File: src/design/tfm_pkg.sv
// Shared types and constants for the topic filter wildcard match unit.
// Used by the input channel interface, the top level and the testbench; depends on nothing.
`default_nettype none

package tfm_pkg;

    // Default capacity of the filter store, in bytes.
    localparam int FILTER_MAX_DEFAULT = 64;

    // Command codes carried by an input transfer.
    typedef enum logic [1:0] {
        CMD_FILTER_BYTE = 2'd0,
        CMD_END_FILTER  = 2'd1,
        CMD_TOPIC_BYTE  = 2'd2,
        CMD_END_TOPIC   = 2'd3
    } cmd_t;

    // Characters with a meaning in topic filters.
    localparam logic [7:0] CH_HASH  = 8'h23;
    localparam logic [7:0] CH_PLUS  = 8'h2B;
    localparam logic [7:0] CH_SLASH = 8'h2F;

endpackage

`default_nettype wire

File: src/design/tfm_in_if.sv
// Input channel of the topic filter wildcard match unit: command and character.
// Depends on tfm_pkg for the command type.
`default_nettype none

interface tfm_in_if;

    logic          valid;
    logic          ready;
    tfm_pkg::cmd_t cmd;
    logic [7:0]    ch;

    modport source (output valid, output cmd, output ch, input ready);
    modport sink   (input valid, input cmd, input ch, output ready);

endinterface

`default_nettype wire

File: src/design/tfm_out_if.sv
// Result channel of the topic filter wildcard match unit: match and overflow flags.
// Self-contained; no package items are needed.
`default_nettype none

interface tfm_out_if;

    logic valid;
    logic ready;
    logic matched;
    logic filter_overflow;

    modport source (output valid, output matched, output filter_overflow, input ready);
    modport sink   (input valid, input matched, input filter_overflow, output ready);

endinterface

`default_nettype wire

File: src/design/topic_filter_wildcard_match_unit.sv
// Top level of the topic filter wildcard match unit: filter store, level matcher
// and a two-entry result buffer. Depends on tfm_pkg, tfm_in_if and tfm_out_if.
`default_nettype none

// Channel  | Direction | Payload                    | Transfer
// ---------+-----------+----------------------------+------------------------------
// item     | in        | cmd[1:0], ch[7:0]          | item.valid && item.ready
// result   | out       | matched, filter_overflow   | result.valid && result.ready
//
// One item per cycle is sustained while the result buffer has room.
// The result of an end-topic transfer is registered into the result buffer.
// The matcher keeps a three-byte window of the filter at its cursor, read from
// the two read ports of the filter store at the next cursor, so it is ready for the next command.
// Reset clears all control state at once; the filter store is not cleared.
// item.ready drops only when both result buffer entries are full and waiting.

module topic_filter_wildcard_match_unit #(
    parameter int FILTER_MAX = tfm_pkg::FILTER_MAX_DEFAULT
) (
    input  wire      clk,
    input  wire      rst_n,
    tfm_in_if.sink   item,
    tfm_out_if.source result
);

    // Cursor and length run from zero up to FILTER_MAX inclusive.
    localparam int CW = $clog2(FILTER_MAX + 1);
    localparam int AW = $clog2(FILTER_MAX);
    // Entry i of the store holds filter bytes i and i+1. The last filter byte
    // lives in last_reg, so FILTER_MAX-1 entries cover a full filter.
    localparam int MEM_DEPTH = FILTER_MAX - 1;
    localparam logic [CW-1:0] LEN_MAX   = CW'(FILTER_MAX);
    localparam logic [CW-1:0] DEPTH_CW  = CW'(MEM_DEPTH);
    localparam logic [CW:0]   DEPTH_CW1 = (CW + 1)'(MEM_DEPTH);

    // LEVEL means a filter level has just been entered but not yet classified;
    // it is resolved against the window when the next command arrives.
    typedef enum logic [2:0] {
        MODE_LEVEL,
        MODE_COMPARE,
        MODE_PLUS,
        MODE_ALL,
        MODE_FAIL
    } mode_t;

    logic [15:0]   store_mem [0:MEM_DEPTH-1];
    logic [15:0]   rd_a_reg;
    logic [15:0]   rd_b_reg;
    logic [7:0]    last_reg;
    logic [7:0]    last_next;

    logic [CW-1:0] len_reg;
    logic [CW-1:0] len_next;
    logic [CW-1:0] cursor_reg;
    logic [CW-1:0] cursor_next;
    mode_t         mode_reg;
    mode_t         mode_next;
    logic          overflow_reg;
    logic          overflow_next;
    logic          closed_reg;
    logic          closed_next;

    logic          out_valid_reg;
    logic          out_matched_reg;
    logic          out_ovf_reg;
    logic          skid_valid_reg;
    logic          skid_matched_reg;
    logic          skid_ovf_reg;

    logic          in_xfer;
    logic          pop;
    logic          push;
    logic          push_matched;
    logic          push_ovf;

    logic          wr_en;
    logic [AW-1:0] wr_addr;
    logic [15:0]   wr_data;
    logic [CW-1:0] base_len;

    logic [CW:0]   len_ext;
    logic [CW:0]   c1;
    logic [CW:0]   c2;
    logic [CW:0]   c3;
    logic          v0;
    logic          v1;
    logic [7:0]    b0;
    logic [7:0]    b1;
    logic [7:0]    b2;
    logic          cls_all;
    logic          cls_plus;

    mode_t         eff_mode;
    logic          eff_shift;
    logic [CW-1:0] e_cur;
    logic [CW-1:0] e_next;
    logic [7:0]    e0;
    logic [7:0]    e1;
    logic          ev0;
    logic          e_len2;
    logic          end_hit;

    logic [CW:0]   rd_b_addr;
    logic          rd_a_in;
    logic          rd_b_in;

    assign in_xfer    = item.valid && item.ready;
    assign pop        = out_valid_reg && result.ready;
    assign item.ready = !skid_valid_reg;

    assign result.valid           = out_valid_reg;
    assign result.matched         = out_matched_reg;
    assign result.filter_overflow = out_ovf_reg;

    // Window of filter bytes at the cursor, with their in-range flags.
    assign len_ext = {1'b0, len_reg};
    assign c1      = {1'b0, cursor_reg} + (CW + 1)'(1);
    assign c2      = {1'b0, cursor_reg} + (CW + 1)'(2);
    assign c3      = {1'b0, cursor_reg} + (CW + 1)'(3);
    assign v0      = cursor_reg < len_reg;
    assign v1      = c1 < len_ext;
    assign b0      = (c1 == len_ext) ? last_reg : rd_a_reg[15:8];
    assign b1      = rd_a_reg[7:0];
    assign b2      = rd_b_reg[7:0];

    // A '#' that is the whole last level, or a '+' that is a whole level.
    assign cls_all  = v0 && !v1 && (b0 == tfm_pkg::CH_HASH);
    assign cls_plus = v0 && (b0 == tfm_pkg::CH_PLUS) && (!v1 || (b1 == tfm_pkg::CH_SLASH));

    // Resolve a pending level start; a '+' level steps the cursor over the '+'.
    always_comb
    begin
        eff_mode  = mode_reg;
        eff_shift = 1'b0;
        if (mode_reg == MODE_LEVEL)
        begin
            if (cls_all)
            begin
                eff_mode = MODE_ALL;
            end
            else if (cls_plus)
            begin
                eff_mode  = MODE_PLUS;
                eff_shift = 1'b1;
            end
            else
            begin
                eff_mode = MODE_COMPARE;
            end
        end
    end

    assign e_cur  = eff_shift ? CW'(c1) : cursor_reg;
    assign e0     = eff_shift ? b1 : b0;
    assign e1     = eff_shift ? b2 : b1;
    assign ev0    = eff_shift ? v1 : v0;
    assign e_len2 = eff_shift ? (c3 == len_ext) : (c2 == len_ext);
    assign e_next = CW'({1'b0, e_cur} + (CW + 1)'(1));

    // The topic ends cleanly when the filter is used up, or when only "/#" is left.
    always_comb
    begin
        case (eff_mode)
            MODE_ALL:  end_hit = 1'b1;
            MODE_FAIL: end_hit = 1'b0;
            default:   end_hit = !ev0 || ((e0 == tfm_pkg::CH_SLASH) &&
                                          (e1 == tfm_pkg::CH_HASH) && e_len2);
        endcase
    end

    assign base_len = closed_reg ? '0 : len_reg;

    always_comb
    begin
        len_next      = len_reg;
        cursor_next   = cursor_reg;
        mode_next     = mode_reg;
        overflow_next = overflow_reg;
        closed_next   = closed_reg;
        last_next     = last_reg;
        wr_en         = 1'b0;
        wr_addr       = AW'(base_len - CW'(1));
        wr_data       = {last_reg, item.ch};
        push          = 1'b0;
        push_matched  = 1'b0;
        push_ovf      = overflow_reg;
        if (in_xfer)
        begin
            case (item.cmd)
                tfm_pkg::CMD_FILTER_BYTE:
                begin
                    // A filter byte after the close starts a new filter.
                    if (closed_reg)
                    begin
                        overflow_next = 1'b0;
                    end
                    if (base_len < LEN_MAX)
                    begin
                        // The previous byte's entry is completed by this byte.
                        wr_en     = (base_len != '0);
                        last_next = item.ch;
                        len_next  = base_len + CW'(1);
                    end
                    else
                    begin
                        overflow_next = 1'b1;
                    end
                    closed_next = 1'b0;
                    cursor_next = '0;
                    mode_next   = MODE_LEVEL;
                end
                tfm_pkg::CMD_END_FILTER:
                begin
                    closed_next = 1'b1;
                    cursor_next = '0;
                    mode_next   = MODE_LEVEL;
                end
                tfm_pkg::CMD_TOPIC_BYTE:
                begin
                    if (closed_reg)
                    begin
                        if (eff_mode inside {MODE_ALL, MODE_FAIL})
                        begin
                            mode_next = eff_mode;
                        end
                        else if (item.ch == tfm_pkg::CH_SLASH)
                        begin
                            // The topic level ended; the filter level must end too.
                            if (ev0 && (e0 == tfm_pkg::CH_SLASH))
                            begin
                                cursor_next = e_next;
                                mode_next   = MODE_LEVEL;
                            end
                            else
                            begin
                                mode_next = MODE_FAIL;
                            end
                        end
                        else if (eff_mode == MODE_PLUS)
                        begin
                            cursor_next = e_cur;
                            mode_next   = MODE_PLUS;
                        end
                        else if (ev0 && (e0 == item.ch))
                        begin
                            cursor_next = e_next;
                            mode_next   = MODE_COMPARE;
                        end
                        else
                        begin
                            mode_next = MODE_FAIL;
                        end
                    end
                end
                tfm_pkg::CMD_END_TOPIC:
                begin
                    push         = 1'b1;
                    push_matched = closed_reg && !overflow_reg && end_hit;
                    if (closed_reg)
                    begin
                        cursor_next = '0;
                        mode_next   = MODE_LEVEL;
                    end
                end
                default:
                begin
                    mode_next = mode_reg;
                end
            endcase
        end
    end

    // The store is read at the next cursor so that the window lines up with it.
    assign rd_b_addr = {1'b0, cursor_next} + (CW + 1)'(1);
    assign rd_a_in   = cursor_next < DEPTH_CW;
    assign rd_b_in   = rd_b_addr < DEPTH_CW1;

    always_ff @(posedge clk)
    begin
        if (wr_en)
        begin
            store_mem[wr_addr] <= wr_data;
        end
        if (wr_en && (CW'(wr_addr) == cursor_next))
        begin
            rd_a_reg <= wr_data;
        end
        else if (rd_a_in)
        begin
            rd_a_reg <= store_mem[cursor_next[AW-1:0]];
        end
        if (wr_en && ((CW + 1)'(wr_addr) == rd_b_addr))
        begin
            rd_b_reg <= wr_data;
        end
        else if (rd_b_in)
        begin
            rd_b_reg <= store_mem[rd_b_addr[AW-1:0]];
        end
        last_reg <= last_next;
    end

    always_ff @(posedge clk or negedge rst_n)
    begin
        if (!rst_n)
        begin
            len_reg          <= '0;
            cursor_reg       <= '0;
            mode_reg         <= MODE_LEVEL;
            overflow_reg     <= 1'b0;
            closed_reg       <= 1'b0;
            out_valid_reg    <= 1'b0;
            out_matched_reg  <= 1'b0;
            out_ovf_reg      <= 1'b0;
            skid_valid_reg   <= 1'b0;
            skid_matched_reg <= 1'b0;
            skid_ovf_reg     <= 1'b0;
        end
        else
        begin
            len_reg      <= len_next;
            cursor_reg   <= cursor_next;
            mode_reg     <= mode_next;
            overflow_reg <= overflow_next;
            closed_reg   <= closed_next;
            if (pop)
            begin
                if (skid_valid_reg)
                begin
                    out_matched_reg <= skid_matched_reg;
                    out_ovf_reg     <= skid_ovf_reg;
                    skid_valid_reg  <= 1'b0;
                end
                else
                begin
                    out_valid_reg   <= push;
                    out_matched_reg <= push_matched;
                    out_ovf_reg     <= push_ovf;
                end
            end
            else if (push)
            begin
                if (!out_valid_reg)
                begin
                    out_valid_reg   <= 1'b1;
                    out_matched_reg <= push_matched;
                    out_ovf_reg     <= push_ovf;
                end
                else
                begin
                    skid_valid_reg   <= 1'b1;
                    skid_matched_reg <= push_matched;
                    skid_ovf_reg     <= push_ovf;
                end
            end
        end
    end

    // The skid entry is only ever filled behind a waiting main entry.
    assert property (@(posedge clk) disable iff (!rst_n)
        skid_valid_reg |-> out_valid_reg)
        else $error("skid entry holds a result while the main entry is empty");

    // The matcher never walks past the end of the stored filter.
    assert property (@(posedge clk) disable iff (!rst_n)
        cursor_reg <= len_reg)
        else $error("filter cursor beyond filter length");

    // Overflow is flagged only once the store is full.
    assert property (@(posedge clk) disable iff (!rst_n)
        overflow_reg |-> (len_reg == LEN_MAX))
        else $error("overflow flagged with room left in the filter store");

    // An overflowed filter never reports a match.
    assert property (@(posedge clk) disable iff (!rst_n)
        (out_valid_reg && out_ovf_reg) |-> !out_matched_reg)
        else $error("match reported for an overflowed filter");

endmodule

`default_nettype wire

File: src/flat_wrapper.sv
// flat-port wrapper written by rule: the top's interface ports become plain ports
module topic_filter_wildcard_match_unit_flat 
#(
    parameter int FILTER_MAX = tfm_pkg::FILTER_MAX_DEFAULT
)
  (clk, rst_n, item_valid, item_cmd, item_ch, item_ready, result_valid, result_matched, result_filter_overflow, result_ready);
  tfm_in_if item_i ();
  tfm_out_if result_i ();
  input  wire clk;
  input  wire rst_n;
  input wire logic [$bits(item_i.valid)-1:0] item_valid;
  input wire logic [$bits(item_i.cmd)-1:0] item_cmd;
  input wire logic [$bits(item_i.ch)-1:0] item_ch;
  output wire logic [$bits(item_i.ready)-1:0] item_ready;
  output wire logic [$bits(result_i.valid)-1:0] result_valid;
  output wire logic [$bits(result_i.matched)-1:0] result_matched;
  output wire logic [$bits(result_i.filter_overflow)-1:0] result_filter_overflow;
  input wire logic [$bits(result_i.ready)-1:0] result_ready;
  assign item_i.valid = item_valid;
  assign item_i.cmd = item_cmd;
  assign item_i.ch = item_ch;
  assign item_ready = item_i.ready;
  assign result_valid = result_i.valid;
  assign result_matched = result_i.matched;
  assign result_filter_overflow = result_i.filter_overflow;
  assign result_i.ready = result_ready;
  topic_filter_wildcard_match_unit #(.FILTER_MAX(FILTER_MAX)) u_core (.clk(clk), .rst_n(rst_n), .item(item_i), .result(result_i));
endmodule
File: config.mk
export PLATFORM = sky130hd
export DESIGN_NAME = topic_filter_wildcard_match_unit_flat
export DESIGN_NICKNAME = d
export VERILOG_FILES = /design/src/design/tfm_pkg.sv /design/src/design/tfm_in_if.sv /design/src/design/tfm_out_if.sv /design/src/design/topic_filter_wildcard_match_unit.sv /design/src/flat_wrapper.sv
export SDC_FILE = /design/constraint.sdc
export NUM_CORES = 1
export LEC_CHECK = 0
export BUFFER_PORTS_ARGS = -buffer_cell sky130_fd_sc_hd__clkbuf_2
export CAP_MARGIN = 25
export CORE_MARGIN = 2
export CORE_UTILIZATION = 45
export DETAILED_ROUTE_END_ITERATION = 8
export GPL_ROUTABILITY_DRIVEN = 0
export SLEW_MARGIN = 0
export SYNTH_ARGS = -nofsm -noshare
export SYNTH_HDL_FRONTEND = slang
export SYNTH_SLANG_ARGS = --single-unit
File: constraint.sdc
create_clock -name clk -period 7.9 [get_ports clk]
set_input_delay 0.79 -clock clk [delete_from_list [all_inputs] [get_ports clk]]
set_output_delay 0.79 -clock clk [all_outputs]
set_load 0.03 [all_outputs]
==> qor.yml <==
outcome:
  status: "complete, no violations"
sta:
  fin_crit_sh: 0.928
  final-setup-viol-count: 0
  rsz0062_at_grt: "false"
  layout_min_cycle_time_ps: 7330
  tightestPinTransition_ps: 1080
  drv_slew: 0
  timing.hold.ws_ps: 119
  clock_skew_ps: 35.6
  fmax_mhz: 136
  fin_tns_setup_ps: 0
  hold_violations: 0
  relSlewSlack: 0.273
logic_synthesis:
  synth_ff_type: "edfxtp_1"
  synth_cells: 3903
  synthMuxAreaShare: 0.0953
  synthSimpleGateAreaFrac: 0.156
  ys_seq_area_frac: 0.644
  synthXorXnorAreaFrac: 0.00830
  ys_async_sr_fraction: 0.0235
  synth-compound-area-share: 0.0628
  yosys-top-cells-count: "edfxtp_1 (1,040), nand2_1 (965), nand3_1 (482)"
  synth_top_family_by_area: "simple AND/OR/NAND/NOR gates"
  synthTopCellsByArea: "edfxtp_1 (63%), nand2_1 (7.3%), mux4_2 (5.7%)"
  synth_warnings: 0
  synth_adder_area_share: 0.00607
  synth_cell_types: 95
  synth_top_area_cell: "edfxtp_1"
  synth_top_area_share: 0.632
  synth.most_common_cell: "edfxtp_1"
  syn_avg_cell_area_um2: 12.7
  synthesis.nets: 3941
  synthesis.area_um2: 49400
  synth_seq_cells: 1065
  synth_edf_count: 1040
placed_design:
  dp_hpwl_um: 87000
  io_buffers: 17
critical_path:
  rr_worst_depth: 24
  crit_fanout: 42
  cp-endpoint: "u_core.rd_a_reg[4]$_DFFE_PP_"
  worstPathArrival_ps: 7730
  timing.rr.start: "u_core.cursor_reg[1]$_DFF_PN0_"
  critical_path.startpoint: "u_core.cursor_reg[1]$_DFF_PN0_"
  reg2reg_slack_ps: 570
  rr_endpoint: "u_core.rd_a_reg[4]$_DFFE_PP_"
  required_ps: 8300
  crit_path_end_kind: "register"
  start_kind: "register"
  critical_path_class: "reg -> reg"
power_and_ir_drop:
  swShare: 0.239
  power.density_nw_per_um2: 226
  max-vdd-ir-drop_mv: 0.197
  p_seq_frac: 0.506
  p_comb_frac: 0.081
  p_switching_mw: 2.99
  p_leak_nw: 19.0
  p_int_mw: 9.53
  p_clk_frac: 0.412
floorplanning:
  die_y_um: 335
  core_area_um2: 109000
  initial_core_util: 0.454
  io_pins: 18
  die_w_um: 335
  dieArea_um2: 113000
  rows: 121
routing:
  first_pass_iters: 6
  route.detailed.drc: 0
  ant_nets: 0
  drt-vias-per-instance: 6.20
  drt_iter0_markers: 4696
  post_drt_wl_per_cell_um: 27.3
  finalWirelength_um: 149000
  vias: 33860
finish:
  nets: 3987
  drive_gt1_frac: 0.138
  largest_register_ffs: 1008
  fin_util: 0.509
  synthToLayoutAreaGrowth_pct: 12.0
grt:
  grt_max_degree: 130
  grt_use_total: 0.261
  grt_pass1_vias: 31395
  grt_pass1_wl_um: 216000
  antenna_found_initial: 0
  grt_overflow: 0
cts:
  tritoncts: "done"
  h-tree-depth: 3
  cts_setup_buffers: 0
  cts_num_sinks: 1065
  numCtsBuffers: 109
  clk_latency_ps: 710
  clk_pin_slew_ps: 70
  clk_path_buf_depth: 3
  ctsRootBufferMaster: "clkbuf_16"
  ctsResizeCount: 0
  holdBufCountCts: 0
min_path:
  hold_class: "in -> async"
flow_run:
  drv_cap: 0
[routing by layer]
| metal | vias to the layer above | GRT usage | part of all wire |
|---|---|---|---|
| li1 | 14842 | - | - |
| met1 | 17046 | 0.383 | 0.43 |
| met5 | - | 0 | 0 |
| met4 | 0 | 0.0823 | 0.029 |
| met2 | 1739 | 0.399 | 0.45 |
| met3 | 233 | 0.0411 | 0.091 |
[logic make-up (layout without fill, tap and decap cells)]
| family | Yosys count | in the layout |
|---|---|---|
| xor gates and xnor gates | 43 | 43 |
| adders and majority gates | 24 | 24 |
| buffers and inverters | 287 | 428 |
| and+or+nand+nor | 1766 | 1766 |
| DFF | 1065 | 1065 |
| muxes | 312 | 312 |
| other | 0 | 1 |
| AOI/OAI and AO/OA | 406 | 406 |
[area by class of cell]
type                    count  area, um^2
flip-flops and latches   1065       31900
well taps                1414        1770
clock buffers             133        2840
fillers                  9192       53500
repair buffers            192        1690
diodes                      1        2.50
clock inverters            73         733
multi-input cells        2551       16300
inverters                  30         149
[through the flow]
step,cell area (um^2),cells,power (mW),setup WS [ps]
final,55400,5459,12.5,568
after global routing,55400,5458,12.9,182
after CTS,55300,5454,12.6,649
after detailed placement,51800,5248,7.45,682
after global placement,51700,5245,7.44,811
after floorplan,49400,3903,7.03,931
[how the worst min path moves through the flow]
stage	from	to	slack, ps	cells past startpoint
after floorplan	u_core.skid_ovf_reg$_DFFE_PN0P_	u_core.skid_ovf_reg$_DFFE_PN0P_	480	1
after global placement	u_core.result.matched$_DFFE_PN0P_	u_core.result.matched$_DFFE_PN0P_	490	1
after detailed placement	u_core.skid_ovf_reg$_DFFE_PN0P_	u_core.skid_ovf_reg$_DFFE_PN0P_	500	1
after CTS	rst_n	u_core.result.filter_overflow$_DFFE_PN0P_	120	1
after global routing	rst_n	u_core.result.filter_overflow$_DFFE_PN0P_	170	1
final	rst_n	u_core.skid_valid_reg$_DFFE_PN0P_	120	1
[cell usage in the layout, fill, tap and decap left out, types with 9 or more instances in the layout]
cell type / instances
clkinv_1: 30
and3_1: 39
dfrtp_1: 25
a221oi_1: 10
bufinv_16: 12
a311oi_1: 53
clkbuf_16: 110
nand4_1: 20
o211ai_1: 9
clkbuf_1: 23
nor2_1: 134
nand3_1: 482
o21ai_0: 44
nand2_1: 965
nor3_1: 13
clkbuf_2: 17
a211oi_2: 10
nor4_1: 29
xnor2_1: 25
buf_12: 21
inv_1: 25
xor2_1: 12
and2_1: 9
clkinv_2: 18
edfxtp_1: 1040
o22ai_1: 19
buf_4: 149
a311o_1: 33
a41oi_1: 20
mux4_2: 126
ha_1: 23
a31oi_1: 40
a211oi_1: 9
mux2i_1: 181
nor2_2: 30
a21oi_1: 73
[power by group through the flow]
stage	Combinational (mW)	Clock, mW	Sequential (mW)
6_report	1.02	5.16	6.34
5_1_grt	1.08	5.44	6.34
4_1_cts	0.996	5.22	6.34
3_5_place_dp	0.992	0	6.46
3_3_place_gp	0.984	0	6.46
2_1_floorplan	0.587	0	6.44
[critical path, stage by stage (launching register included)]
cell and delay [ps]:
dfrtp_1 560, ha_1 340, nand3_1 170, nor2_1 190
xor2_1 100, ha_1 320, and3_1 240, o211a_4 320
mux2i_1 300, nand2_1 250, nor2_2 430, o21ai_0 260
ha_1 300, xor2_1 200, o41a_1 160, and3_1 290
nand3_4 150, inv_8 300, buf_4 440, mux2i_1 240
mux2i_1 170, o21ai_0 310, a21oi_1 160, nor4_1 590
a211oi_1 150
(Power assumes the default switching activity.)
